<file path="src/hw/rtl/uwc_pkg.sv">
// shared types and constants for the utf-8 display width counter
package uwc_pkg;

    localparam int unsigned CP_BITS  = 21;
    localparam int unsigned OUT_BITS = 16;

    typedef logic [CP_BITS-1:0] codepoint_t;
    typedef logic [1:0]         cols_t;

    // one byte request as held in the input register
    typedef struct packed {
        logic [7:0] data_byte;
        logic       byte_present;
        logic       last;
    } step_t;

    // result fields produced for a last request
    typedef struct packed {
        logic [OUT_BITS-1:0] display_width;
        logic [OUT_BITS-1:0] char_count;
        logic                truncated;
    } res_t;

endpackage

</file>
<file path="src/hw/rtl/utf8_display_width_counter.sv">
// top level: utf-8 string display width and character counter
// a last request passes the input register, then its result is held in the result register
// throughput: one byte request per cycle while item_stall is low, set by the single state update stage
// a result waiting under result_stall blocks only a following last request
// reset (rst_n low, asynchronous) empties both registers and clears the counters
module utf8_display_width_counter
#(
    parameter int unsigned COUNT_BITS = 16
)
(
    input  logic        clk,
    input  logic        rst_n,
    input  logic        item_valid,
    output logic        item_stall,
    input  logic [7:0]  data_byte,
    input  logic        byte_present,
    input  logic        last,
    output logic        result_valid,
    input  logic        result_stall,
    output logic [15:0] display_width,
    output logic [15:0] char_count,
    output logic        truncated
);

    // input register
    logic           s1_valid_reg, s1_valid_next;
    uwc_pkg::step_t s1_item_reg;

    // result register
    logic           res_valid_reg, res_valid_next;
    uwc_pkg::res_t  res_reg;

    uwc_pkg::res_t  res_comb;
    logic           s1_go;
    logic           advance;
    logic           accept;

    // a last request may only move on when the result slot frees up
    assign s1_go      = !(s1_item_reg.last && res_valid_reg && result_stall);
    assign advance    = s1_valid_reg && s1_go;
    assign item_stall = s1_valid_reg && !s1_go;
    assign accept     = item_valid && !item_stall;

    always_comb
    begin
        if (accept)
        begin
            s1_valid_next = 1'b1;
        end
        else if (advance)
        begin
            s1_valid_next = 1'b0;
        end
        else
        begin
            s1_valid_next = s1_valid_reg;
        end
    end

    always_ff @(posedge clk or negedge rst_n)
    begin
        if (!rst_n)
        begin
            s1_valid_reg <= 1'b0;
        end
        else
        begin
            s1_valid_reg <= s1_valid_next;
        end
    end

    // payload capture, no reset needed
    always_ff @(posedge clk)
    begin
        if (accept)
        begin
            s1_item_reg.data_byte    <= data_byte;
            s1_item_reg.byte_present <= byte_present;
            s1_item_reg.last         <= last;
        end
    end

    // decode, classify and count in one pass
    uwc_core
    #(
        .COUNT_BITS (COUNT_BITS)
    )
    u_core
    (
        .clk     (clk),
        .rst_n   (rst_n),
        .advance (advance),
        .item    (s1_item_reg),
        .res     (res_comb)
    );

    always_comb
    begin
        if (advance && s1_item_reg.last)
        begin
            res_valid_next = 1'b1;
        end
        else if (!result_stall)
        begin
            res_valid_next = 1'b0;
        end
        else
        begin
            res_valid_next = res_valid_reg;
        end
    end

    always_ff @(posedge clk or negedge rst_n)
    begin
        if (!rst_n)
        begin
            res_valid_reg <= 1'b0;
        end
        else
        begin
            res_valid_reg <= res_valid_next;
        end
    end

    always_ff @(posedge clk)
    begin
        if (advance && s1_item_reg.last)
        begin
            res_reg <= res_comb;
        end
    end

    assign result_valid  = res_valid_reg;
    assign display_width = res_reg.display_width;
    assign char_count    = res_reg.char_count;
    assign truncated     = res_reg.truncated;

endmodule

</file>
<file path="src/hw/rtl/uwc_width_class.sv">
// terminal column class of one codepoint
module uwc_width_class
(
    input  uwc_pkg::codepoint_t cp,
    output uwc_pkg::cols_t      cols
);

    always_comb
    begin
        if (cp inside {[21'h000000:21'h00001F], [21'h00007F:21'h00009F]})
        begin
            cols = 2'd0;
        end
        else if (cp inside {[21'h001100:21'h00115F], [21'h002E80:21'h00303E],
                            [21'h003041:21'h0033FF], [21'h003400:21'h004DBF],
                            [21'h004E00:21'h009FFF], [21'h00A000:21'h00A4CF],
                            [21'h00AC00:21'h00D7A3], [21'h00F900:21'h00FAFF],
                            [21'h00FE30:21'h00FE4F], [21'h00FF00:21'h00FF60],
                            [21'h00FFE0:21'h00FFE6], [21'h01F300:21'h01F9FF],
                            [21'h020000:21'h02FFFD]})
        begin
            cols = 2'd2;
        end
        else
        begin
            cols = 2'd1;
        end
    end

endmodule

</file>
<file path="src/hw/rtl/uwc_core.sv">
// utf-8 sequence state, saturating width and character counters
module uwc_core
#(
    parameter int unsigned COUNT_BITS = 16
)
(
    input  logic           clk,
    input  logic           rst_n,
    input  logic           advance,
    input  uwc_pkg::step_t item,
    output uwc_pkg::res_t  res
);

    localparam logic [7:0] LEAD2_MASK = 8'hE0;
    localparam logic [7:0] LEAD2_CODE = 8'hC0;
    localparam logic [7:0] LEAD3_MASK = 8'hF0;
    localparam logic [7:0] LEAD3_CODE = 8'hE0;
    localparam logic [7:0] LEAD4_MASK = 8'hF8;
    localparam logic [7:0] LEAD4_CODE = 8'hF0;
    localparam logic [COUNT_BITS-1:0] COUNT_MAX = {COUNT_BITS{1'b1}};

    logic [1:0]          rem_reg, rem_next;
    uwc_pkg::codepoint_t part_reg, part_next;
    logic [COUNT_BITS-1:0] width_reg, width_next;
    logic [COUNT_BITS-1:0] chars_reg, chars_next;

    logic                open;
    logic                is_lead;
    logic                add_width;
    uwc_pkg::codepoint_t folded;
    uwc_pkg::codepoint_t class_cp;
    uwc_pkg::cols_t      cols;
    logic [COUNT_BITS:0] width_sum;
    logic [COUNT_BITS:0] chars_sum;
    logic [COUNT_BITS-1:0] width_upd;
    logic [COUNT_BITS-1:0] chars_upd;
    logic [1:0]          rem_upd;
    uwc_pkg::codepoint_t part_upd;

    assign open    = (rem_reg != 2'd0);
    assign is_lead = ((item.data_byte & LEAD2_MASK) == LEAD2_CODE)
                  || ((item.data_byte & LEAD3_MASK) == LEAD3_CODE)
                  || ((item.data_byte & LEAD4_MASK) == LEAD4_CODE);
    assign folded  = {part_reg[uwc_pkg::CP_BITS-7:0], item.data_byte[5:0]};
    assign class_cp = open ? folded : {{(uwc_pkg::CP_BITS-8){1'b0}}, item.data_byte};

    uwc_width_class u_class
    (
        .cp   (class_cp),
        .cols (cols)
    );

    assign add_width = item.byte_present && (open ? (rem_reg == 2'd1) : !is_lead);

    assign width_sum = {1'b0, width_reg}
                     + {{(COUNT_BITS-1){1'b0}}, (add_width ? cols : 2'd0)};
    assign chars_sum = {1'b0, chars_reg}
                     + {{COUNT_BITS{1'b0}}, (item.byte_present && !open)};

    assign width_upd = width_sum[COUNT_BITS] ? COUNT_MAX : width_sum[COUNT_BITS-1:0];
    assign chars_upd = chars_sum[COUNT_BITS] ? COUNT_MAX : chars_sum[COUNT_BITS-1:0];

    // sequence tracking for this byte
    always_comb
    begin
        rem_upd  = rem_reg;
        part_upd = part_reg;
        if (item.byte_present)
        begin
            if (open)
            begin
                rem_upd  = rem_reg - 2'd1;
                part_upd = (rem_reg == 2'd1) ? '0 : folded;
            end
            else if ((item.data_byte & LEAD2_MASK) == LEAD2_CODE)
            begin
                rem_upd  = 2'd1;
                part_upd = {{(uwc_pkg::CP_BITS-8){1'b0}}, item.data_byte & 8'h1F};
            end
            else if ((item.data_byte & LEAD3_MASK) == LEAD3_CODE)
            begin
                rem_upd  = 2'd2;
                part_upd = {{(uwc_pkg::CP_BITS-8){1'b0}}, item.data_byte & 8'h0F};
            end
            else if ((item.data_byte & LEAD4_MASK) == LEAD4_CODE)
            begin
                rem_upd  = 2'd3;
                part_upd = {{(uwc_pkg::CP_BITS-8){1'b0}}, item.data_byte & 8'h07};
            end
        end
    end

    // output view of the counters, clamped to the field width
    generate
        if (COUNT_BITS > uwc_pkg::OUT_BITS)
        begin : g_wide
            assign res.display_width = (|width_upd[COUNT_BITS-1:uwc_pkg::OUT_BITS])
                ? {uwc_pkg::OUT_BITS{1'b1}} : width_upd[uwc_pkg::OUT_BITS-1:0];
            assign res.char_count = (|chars_upd[COUNT_BITS-1:uwc_pkg::OUT_BITS])
                ? {uwc_pkg::OUT_BITS{1'b1}} : chars_upd[uwc_pkg::OUT_BITS-1:0];
        end
        else if (COUNT_BITS == uwc_pkg::OUT_BITS)
        begin : g_equal
            assign res.display_width = width_upd;
            assign res.char_count    = chars_upd;
        end
        else
        begin : g_narrow
            assign res.display_width = {{(uwc_pkg::OUT_BITS-COUNT_BITS){1'b0}}, width_upd};
            assign res.char_count    = {{(uwc_pkg::OUT_BITS-COUNT_BITS){1'b0}}, chars_upd};
        end
    endgenerate

    assign res.truncated = (rem_upd != 2'd0);

    // end of string clears everything
    always_comb
    begin
        if (item.last)
        begin
            rem_next   = 2'd0;
            part_next  = '0;
            width_next = '0;
            chars_next = '0;
        end
        else
        begin
            rem_next   = rem_upd;
            part_next  = part_upd;
            width_next = width_upd;
            chars_next = chars_upd;
        end
    end

    always_ff @(posedge clk or negedge rst_n)
    begin
        if (!rst_n)
        begin
            rem_reg   <= 2'd0;
            part_reg  <= '0;
            width_reg <= '0;
            chars_reg <= '0;
        end
        else if (advance)
        begin
            rem_reg   <= rem_next;
            part_reg  <= part_next;
            width_reg <= width_next;
            chars_reg <= chars_next;
        end
    end

endmodule

</file>
<file path="config.mk">
export PLATFORM = sky130hd
export DESIGN_NAME = utf8_display_width_counter
export DESIGN_NICKNAME = d
export VERILOG_FILES = /design/src/hw/rtl/uwc_pkg.sv /design/src/hw/rtl/utf8_display_width_counter.sv /design/src/hw/rtl/uwc_width_class.sv /design/src/hw/rtl/uwc_core.sv
export SDC_FILE = /design/constraint.sdc
export NUM_CORES = 1
export LEC_CHECK = 0
export BUFFER_PORTS_ARGS = -buffer_cell sky130_fd_sc_hd__buf_2
export CAP_MARGIN = 20
export CORE_MARGIN = 1
export CORE_UTILIZATION = 47
export CTS_BUF_LIST = sky130_fd_sc_hd__clkbuf_16
export DETAILED_ROUTE_END_ITERATION = 16
export HOLD_SLACK_MARGIN = 0.06
export PLACE_DENSITY = 0.62
export SYNTH_ARGS = -nofsm -noshare
export SYNTH_HDL_FRONTEND = slang
export SYNTH_SLANG_ARGS = --single-unit
</file>
<file path="constraint.sdc">
create_clock -name clk -period 6.48 [get_ports clk]
set_input_delay 0.324 -clock clk [delete_from_list [all_inputs] [get_ports clk]]
set_output_delay 0.324 -clock clk [all_outputs]
set_load 0.01 [all_outputs]
</file>
# After elaboration in Yosys (flattened, before gate mapping)
# Cells that the tools add are included.
# word_totals
wordCells	113
reg_bits	94
inputBits	14
# op_classes
eq_ne	5
n_reduce_logical	37
n_lt_le_gt_ge	30
n_mux	26
addsub	3
# ops
operator	n
$le 21x16->1 const B	7
$ge 21x16->1 const B	6
$mux 15	7
$mux 16	4
$ge 21x14->1 const B	3
$le 21x14->1 const B	2
$logic_and 1x1->1	23
$ge 21x1->1 const B	1
$ge 21x13->1 const B	1
$ge 21x15->1 const B	1
$ge 21x17->1 const B	1
$ge 21x18->1 const B	1
$ge 21x7->1 const B	1
$le 21x13->1 const B	1
$le 21x15->1 const B	1
$le 21x17->1 const B	1
$le 21x18->1 const B	1
$le 21x5->1 const B	1
$le 21x8->1 const B	1
$mux 21	1
$mux 2	9
$add 16x1->17	1
$add 16x2->17	1
$reduce_bool 13->1	1
other kinds (12)	24

# Longest topological paths before layout
# Gate-level depths: netlist of run 1.
# depth
ltp_word	11
mapped_depth	18

# Modules after synthesis
# Synthesis of run 1 repeated with hierarchy kept, for this count alone.
# hier_totals
cells_unflattened	560
area_unflattened_um2	5439.0
# by_module_without_submodules
mod	area_per_inst_um2	seq_area_each_um2	instances	cells_each
uwc_core	3359.5	1226.2	1	404
utf8_display_width_counter	1390.1	1341.3	1	55
uwc_width_class	689.4	0.0	1	101

# Worst setup path before layout of run 1
# Ideal clock, no wire load.
# synth_path
kind	register -> register
start	register u_core.rem_reg[1]
end	register res_reg, in the netlist display_width[3], data pin
required_time_ps	6328
stages_incl_launch_ff	18
n_path_buf	3
path_slack_ps	2157
arrival_ps	4171
cell_sequence	dfrtp_1 -> or3b_4 -> a22oi_2 -> a311oi_1 -> or3_1 -> a2111o_1 -> nor4b_2 -> ha_1 -> inv_1 -> fa_1 -> nand3b_1 -> nor2_1 -> nand3_1 -> or2_2 -> clkbuf_1 -> buf_2 -> buf_1 -> o21ai_0
# synth_lines
item	line_no	source
start: declaration	uwc_core.sv:22	logic [1:0] rem_reg, rem_next;
start signal: assignment	uwc_core.sv:146	rem_reg <= rem_next;
end signal: assignment	utf8_display_width_counter.sv:129	res_reg <= res_comb;
end: declaration	utf8_display_width_counter.sv:31	uwc_pkg::res_t res_reg;

# Worst setup path in the final report of run 1
# layout_path
start	register u_core.rem_reg[1]
end	register u_core.width_reg[8]
# layout_between
elab_chain_len	11
elab_cells_between_ends	58
classes_between	add/sub: 1; order compare: 30; eq/ne: 1; mux: 7; reduce/logical: 19
# layout_lines
item	line_no	source
$reduce_bool 2->1	uwc_core.sv:40	assign open = (rem_reg != 2'd0);
$mux 21	uwc_core.sv:45	assign class_cp = open ? folded : {{(uwc_pkg::CP_BITS-8){1'b0}}, item.data_byte};
$ge 21x13->1, or another cell as far along	uwc_width_class.sv:14	else if (cp inside {[21'h001100:21'h00115F], [21'h002E80:21'h00303E],
$logic_and 1x1->1	uwc_width_class.sv:14	
$reduce_bool 13->1	uwc_width_class.sv:14	
$mux 2	uwc_width_class.sv:14	
$mux 2	uwc_width_class.sv:10	if (cp inside {[21'h000000:21'h00001F], [21'h00007F:21'h00009F]})
$mux 2 *	uwc_core.sv:56	+ {{(COUNT_BITS-1){1'b0}}, (add_width ? cols : 2'd0)};
$add 16x2->17 *	uwc_core.sv:56	
$mux 16 *	uwc_core.sv:60	assign width_upd = width_sum[COUNT_BITS] ? COUNT_MAX : width_sum[COUNT_BITS-1:0];
$mux 16 *	uwc_core.sv:119	if (item.last)
end signal: assignment	uwc_core.sv:148	width_reg <= width_next;
end: declaration	uwc_core.sv:24	logic [COUNT_BITS-1:0] width_reg, width_next;
# Every way passes the cells marked *; elsewhere a longest branch is shown, timed or not.
# A chain may end at the register's enable or synchronous reset.

==> impl_results.md, run 1 <==
* Status: completed
* Sequential-to-total area share from yosys stat at 48.8%
* Crit Path Class: reg -> reg
* Slew Limit Fails at 0
* Sum of negative setup slack at 0 ps
* Max incr delay on CP at 540 ps
* I/O pin total at 49
* Pin count of the biggest net entering global routing at 52
* Core Region at between 10000 and 15000 um^2
* Comb pwr share at 9.5%
* Layout Nets at 599
* Antenna diode count at 0
* Crit end category: flop
* Min Tclk post-route at between 5000 and 6000 ps
* Hold Vio Cnt, Final at 0
* Top FF cell, synth: dfrtp_1
* CTS tree: built
* Total number of vias at between 4000 and 5000
* Most frequent cells in the layout: nand2_1 (73), dfrtp_1 (51), buf_2 (48), a21oi_1 (47), edfxtp_1 (43)
* Via density at between 6 and 7
* Antenna violations before repair at 0
* Share of cells above drive strength 1 at ~14%
* First-pass GRT wire length at 20400 um
* Largest family of logic cells by synthesized area: compound AO/OA/AOI/OAI gates
* Adder-cell share of the synthesized area at 1.33%
* Die ar. at 11600 um^2
* Sequential Power Share at 50.5%
* RSZ-0062 raised after global routing: no
* Clock slew at reported path FFs at 70 ps
* Row count at 38
* Clock power share at 40.0%
* H-Tree Depth at 3
* Cells after Synth at around 560
* Vias in the first global route at 3974
* TritonCTS buffer count at 9
* DP Cell Count at around 710
* Residual DRC count at 0
* EDFF count, synth at 43
* Hold slack at 106 ps
* Max-cap violations at 0
* Die H at around 110 um
* # resized after CTS at 0
* Max Freq at 192 MHz
* Worst slew pin tran at 960 ps
* Most common cell after layout, fill and taps aside: nand2_1
* Pwr Density at 232 nW/um^2
* Hold buffers post-CTS at 0
* Rel. slew slack at a little over a third
* Routability Congestion at 0.933
* GR Util All Layers at between 20% and 30%
* Clock sink count at 94
* Yosys reg bits at 94
* Final setup margin at 1260 ps
* Lkg Pwr at ~0.0024 uW
* DP Worst Slack at roughly 1300 ps
* Post-CTS Repair Setup Buffers at 0
* Crit path DAT at 5500 ps
* Compound-Gate Fraction of Synth Area at between 20% and 30%
* Mux cell area share after synthesis at 0%
* I/O Buffers at 48
* Cell Chain, Critical Path: or2_1, a31oi_1, o41ai_1, or3_1, a2111o_1, nor4b_2, ha_1, inv_1, fa_1, nand3b_1, nor2_1, nand3_1, or2_2, a31o_2, a21oi_1
* Post-synth ARST share at approximately 54%
* Post-route insts no fill at 725
* GR Overflow Total at 0
* Post-DP HPWL at 8210 um
* Mean Syn Cell Area at 9.33 um^2
* CTS root buf: clkbuf_16
* Cell internal pwr at between 1000 and 1500 uW
* Final setup viols at 0
* Mapped Area at 5260 um^2
* Clock Latency Late Sink at ~350 ps
* Initial Util at around half
* Peak VDD IR at 0.000190 V
* Switch share at 25.9%
* Post-layout util at around 54%
* Synth Area in Simple Gates at between 20% and 30%
* Final WL at 12400 um
* CTS max path bufs at 2
* Sw power at 351 uW
* Synth unique cells at 60
* Layout area overhead at 10.9%
* Die Wd at 108 um
* Worst EP required at 6760 ps
* Syn Nets at 583
* Startpoint types: flop
* Final period util at approximately four fifths
* Synth Area in XOR/XNOR at roughly 2.8%
* Worst path slowest cell: nor2_1
* CP Max Fanout at 29
* DRT antenna net count at 0
* Ys Warns at 0
* Worst hold path type: in -> async
* Final Skew at 11.8 ps
* First DRT Iteration DRCs at 300
* WL/cell at 17.0 um
* Drt first pass iters at 5
-- final timing paths --
check / startpoint / endpoint / slack, ps / depth (start not counted)
setup / recovery: u_core.rem_reg[1] / u_core.width_reg[8] / 1260 / 15
hold / removal: rst_n / u_core.part_reg[12] / 110 / 2
setup reg to reg: u_core.rem_reg[1] / u_core.width_reg[8] / 1260 / 15
hold reg to reg: u_core.part_reg[12] / u_core.part_reg[12] / 500 / 2
max in group asynchronous: rst_n / u_core.chars_reg[2] / 5900 / 2
min in group clk: last / s1_item_reg[0] / 150 / 1
-- per-stage QoR --
stage,total power (uW),area [um^2]
2_1_floorplan,771,5260
3_3_place_gp,822,5530
3_5_place_dp,823,5530
4_1_cts,1370,5840
5_1_grt,1410,5840
6_report,1350,5840
-- synth_stat cells, types with 3 or more instances --
cell type	count	area, um^2
o311ai_0	3	26.3
o2111ai_1	4	35.0
nand2_1	73	274
a31o_2	7	61.3
and3_1	11	68.8
xor2_1	7	61.3
o211ai_1	3	22.5
nand3b_1	4	30.0
and4_1	3	26.3
a41oi_1	6	52.6
or3_1	3	18.8
clkbuf_1	39	146
edfxtp_1	43	1290
nor4_1	4	25.0
a22o_1	9	78.8
o22a_1	14	123
o21ai_0	32	160
nor2b_1	3	18.8
nor2_1	37	139
o41ai_1	3	26.3
a31oi_1	15	93.8
ha_1	4	50.1
dfrtp_1	51	1280
inv_1	13	48.8
o21a_1	3	22.5
nand2b_1	9	56.3
xnor2_1	10	87.6
a21oi_1	47	235
buf_2	6	30.0
nor3_1	15	75.1
nand3_1	23	115
and2_1	4	25.0
nor4b_1	3	26.3
a21o_1	3	22.5
o31ai_1	4	30.0
nand4_1	11	68.8
or4_1	5	37.5
-- layout make-up --
class                           instances  area [um^2]
Timing Repair Buffer                   54          285
Fill cell                             975         5050
Tap cell                              140          175
Inverter                               13         48.8
Clock buffer                           11          275
Sequential cell                        94         2570
Multi-Input combinational cell        408         2450
Clock inverter                          5         33.8
-- per-layer routing --
layer	GRT usage (%)	up-vias	share of wire [%]
met2	32.0	152	43
met3	5.21	19	5.7
li1	-	2133	-
met4	9.69	0	1.9
met5	0	-	0
met1	34.3	2092	50
-- power by group through the flow --
stage,Combinational (uW),Sequential [uW],Clock (uW)
detailed placement,129,694,0
global placement,129,693,0
finish,129,683,542
global route,145,687,582
CTS,130,682,556
floorplan,93.8,677,0
-- critical path, delay by kind of cell, from the launching register on --
| family | cells | cell delay (ps) |
|---|---|---|
| buffers and inverters | 1 | 60 |
| adders and majority gates | 2 | 640 |
| AOI/OAI and AO/OA | 5 | 1390 |
| and+or+nand+nor | 7 | 2520 |
| DFF | 1 | 530 |
-- cell families after synthesis --
family                     count (synthesis)
AOI/OAI and AO/OA                        167
xor gates and xnor gates                  17
adders and majority gates                  5
buffers and inverters                     62
DFF                                       94
and+or+nand+nor                          219
Power figures use the tool's default switching activity.
==> inputs of run 2 (changes only) <==
- clock period: 6.48 -> 5.4 ns (I/O delays scaled with it)
==> run 2 against run 1 <==
Net effect:
- hold slack got worse by 62 ps
- first-iteration DRC count rose by 12%
- die area did not move
- final cell count rose by 0.69%
- count of clock-buffer cells in the layout fell by 2
- combinational power rose by 28%
- worst setup slack got worse by 630 ps
- sequential cell count did not move
- global-route usage rose by 0.45 points
- total power rose by 19%
- critical path depth did not move
- largest cell class unchanged
- sequential share of layout area fell by 0.19 points
- highest routed layer unchanged
==> impl_results.md, run 2 (synthesized netlist as in run 1, its figures left out) <==
* Filler Cell Count at 960 (-1.5%)
* Peak VDD IR at 0.000198 V (+4.6%)
* I/O Buffers at 48 (unchanged)
* Clock sink count at 94 (unchanged)
* Final setup viols at 0 (unchanged)
* Startpoint types: flop
* R2R depth at 15 (unchanged)
* Min Tclk post-route at 4760 ps (-453 ps)
* Post-route insts no fill at 730 (+0.69%)
* CTS max path bufs at 2 (unchanged)
* DP Cell Count at 714 (+0.71%)
* Met2 wire length at 5450 um (+3.0%)
* Total number of vias at 4441 (+1.0%)
* WL/cell at 17.5 um (+2.5%)
* Die ar. at 11600 um^2 (unchanged)
* Vias in the first global route at 4019 (+1.1%)
* Layout Nets at 604 (+0.83%)
* Pin count of the biggest net entering global routing at 52 (unchanged)
* Die Wd at 108 um (unchanged)
* First-pass GRT wire length at 20700 um (+1.4%)
* RSZ-0062 raised after global routing: no
* Crit path DAT at 5030 ps (-470 ps)
* Slew Limit Fails at 0 (unchanged)
* GR Util All Layers at 23.5% (+0.45 points)
* DRT antenna net count at 0 (unchanged)
* Crit Path Class: reg -> reg
* Metal3 WL at 875 um (+24%)
* CP Max Fanout at 29 (unchanged)
* Rel. slew slack at 42.8% (+7.0 points)
* Max Freq at 210 MHz (+9.5%)
* Final setup margin at 637 ps (-627 ps)
* Sum of negative setup slack at 0 ps (unchanged)
* Lkg Pwr at 0.00244 uW (+0.84%)
* Antenna diode count at 0 (unchanged)
* Most common cell after layout, fill and taps aside: nand2_1
* CTS root buf: clkbuf_16
* Share of cells above drive strength 1 at 14.9% (+0.90 points)
* Row count at 38 (unchanged)
* Status: completed
* Hold buffers post-CTS at 0 (unchanged)
* First DRT Iteration DRCs at 337 (+12%)
* Layout area overhead at 11.4%
* Most frequent cells in the layout: nand2_1 (73), dfrtp_1 (51), buf_2 (48), a21oi_1 (47), edfxtp_1 (43)
* Pwr Density at 276 nW/um^2 (+19%)
* Combined area of the multi-input logic cells at 2450 um^2 (unchanged)
* Via density at 6.08 (+0.33%)
* Clock slew at reported path FFs at 70 ps (about the same)
* Max-cap violations at 0 (unchanged)
* # resized after CTS at 0 (unchanged)
* M1 WL at 6180 um (+0.96%)
* Antenna violations before repair at 0 (unchanged)
* Post-CTS Repair Setup Buffers at 0 (unchanged)
* Routability Congestion at 0.902 (-3.3%)
* TritonCTS buffer count at 9 (unchanged)
* DP Worst Slack at 628 ps (-679 ps)
* Pwr Total at 1620 uW (+19%)
* Worst hold path type: in -> async
* Final WL at 12700 um (+3.2%)
* Drt first pass iters at 5 (unchanged)
* Top sig layer: met4
* H-Tree Depth at 3 (unchanged)
* Final period util at 88.2% (+7.7 points)
* Core Region at 10900 um^2 (unchanged)
* Hold Vio Cnt, Final at 0 (unchanged)
* Crit end category: flop
* Clock Latency Late Sink at 350 ps (about the same)
* Final Skew at 7.71 ps (-4.11 ps)
* Die H at 108 um (unchanged)
* Initial Util at 48.3% (unchanged)
* Worst slew pin tran at 855 ps (-106 ps)
* Worst EP required at 5670 ps (-1090 ps)
* Residual DRC count at 0 (unchanged)
* Storage cell area at 2570 um^2 (unchanged)
* I/O pin total at 49 (unchanged)
* CTS tree: built
* Post-DP HPWL at 8330 um (+1.4%)
* GR Overflow Total at 0 (unchanged)
run 2: layout make-up:
cell class	instances	share of cell area, %
inverters	13	0.833
flip-flops and latches	94	43.8
clock buffers	9	3.84
well taps	140	2.99
clock inverters	7	1.22
repair buffers	59	5.51
multi-input cells	408	41.8
run 2: worst paths after layout:
path / slack (ps) / from / endpoint
hold / removal: 40 / rst_n / u_core.part_reg[12]
max in group asynchronous: 4870 / rst_n / u_core.part_reg[1]
setup / recovery: 640 / u_core.rem_reg[0] / u_core.width_reg[6]
min in group clk: 90 / byte_present / s1_item_reg[1]
setup reg to reg: 640 / u_core.rem_reg[0] / u_core.width_reg[6]
hold reg to reg: 510 / u_core.part_reg[12] / u_core.part_reg[12]
run 2: through the flow:
stage	area, um^2	util, %	hold slack (ps)
2_1_floorplan	5260	-	-25.6
3_3_place_gp	5560	51.1	446
3_5_place_dp	5560	51.1	448
4_1_cts	5860	53.8	80.8
5_1_grt	5860	53.8	81.3
6_report	5860	53.8	43.2
run 2: critical path: stages, from the launching register on:
cell	delay, ps
dfrtp_1	540
or2_1	400
a31oi_1	340
o41ai_1	90
or3_1	340
a2111o_1	480
nor4b_2	290
ha_1	220
inv_1	60
fa_1	400
nand3b_1	240
nor2_1	200
nand3_1	110
or2_2	500
a31o_2	320
a21oi_1	160
run 2: power by group:
| group | leakage [uW] | internal, uW | switching [uW] |
|---|---|---|---|
| registers | 0.00114 | 779 | 34.3 |
| logic | 0.00116 | 56.1 | 109 |
| clock network | 0.000148 | 361 | 276 |
run 2: routing by layer:
metal	track usage, %	vias up
li1	-	2142
met1	34.4	2099
met2	33.2	175
met3	5.45	25
met4	9.98	0
met5	0	-
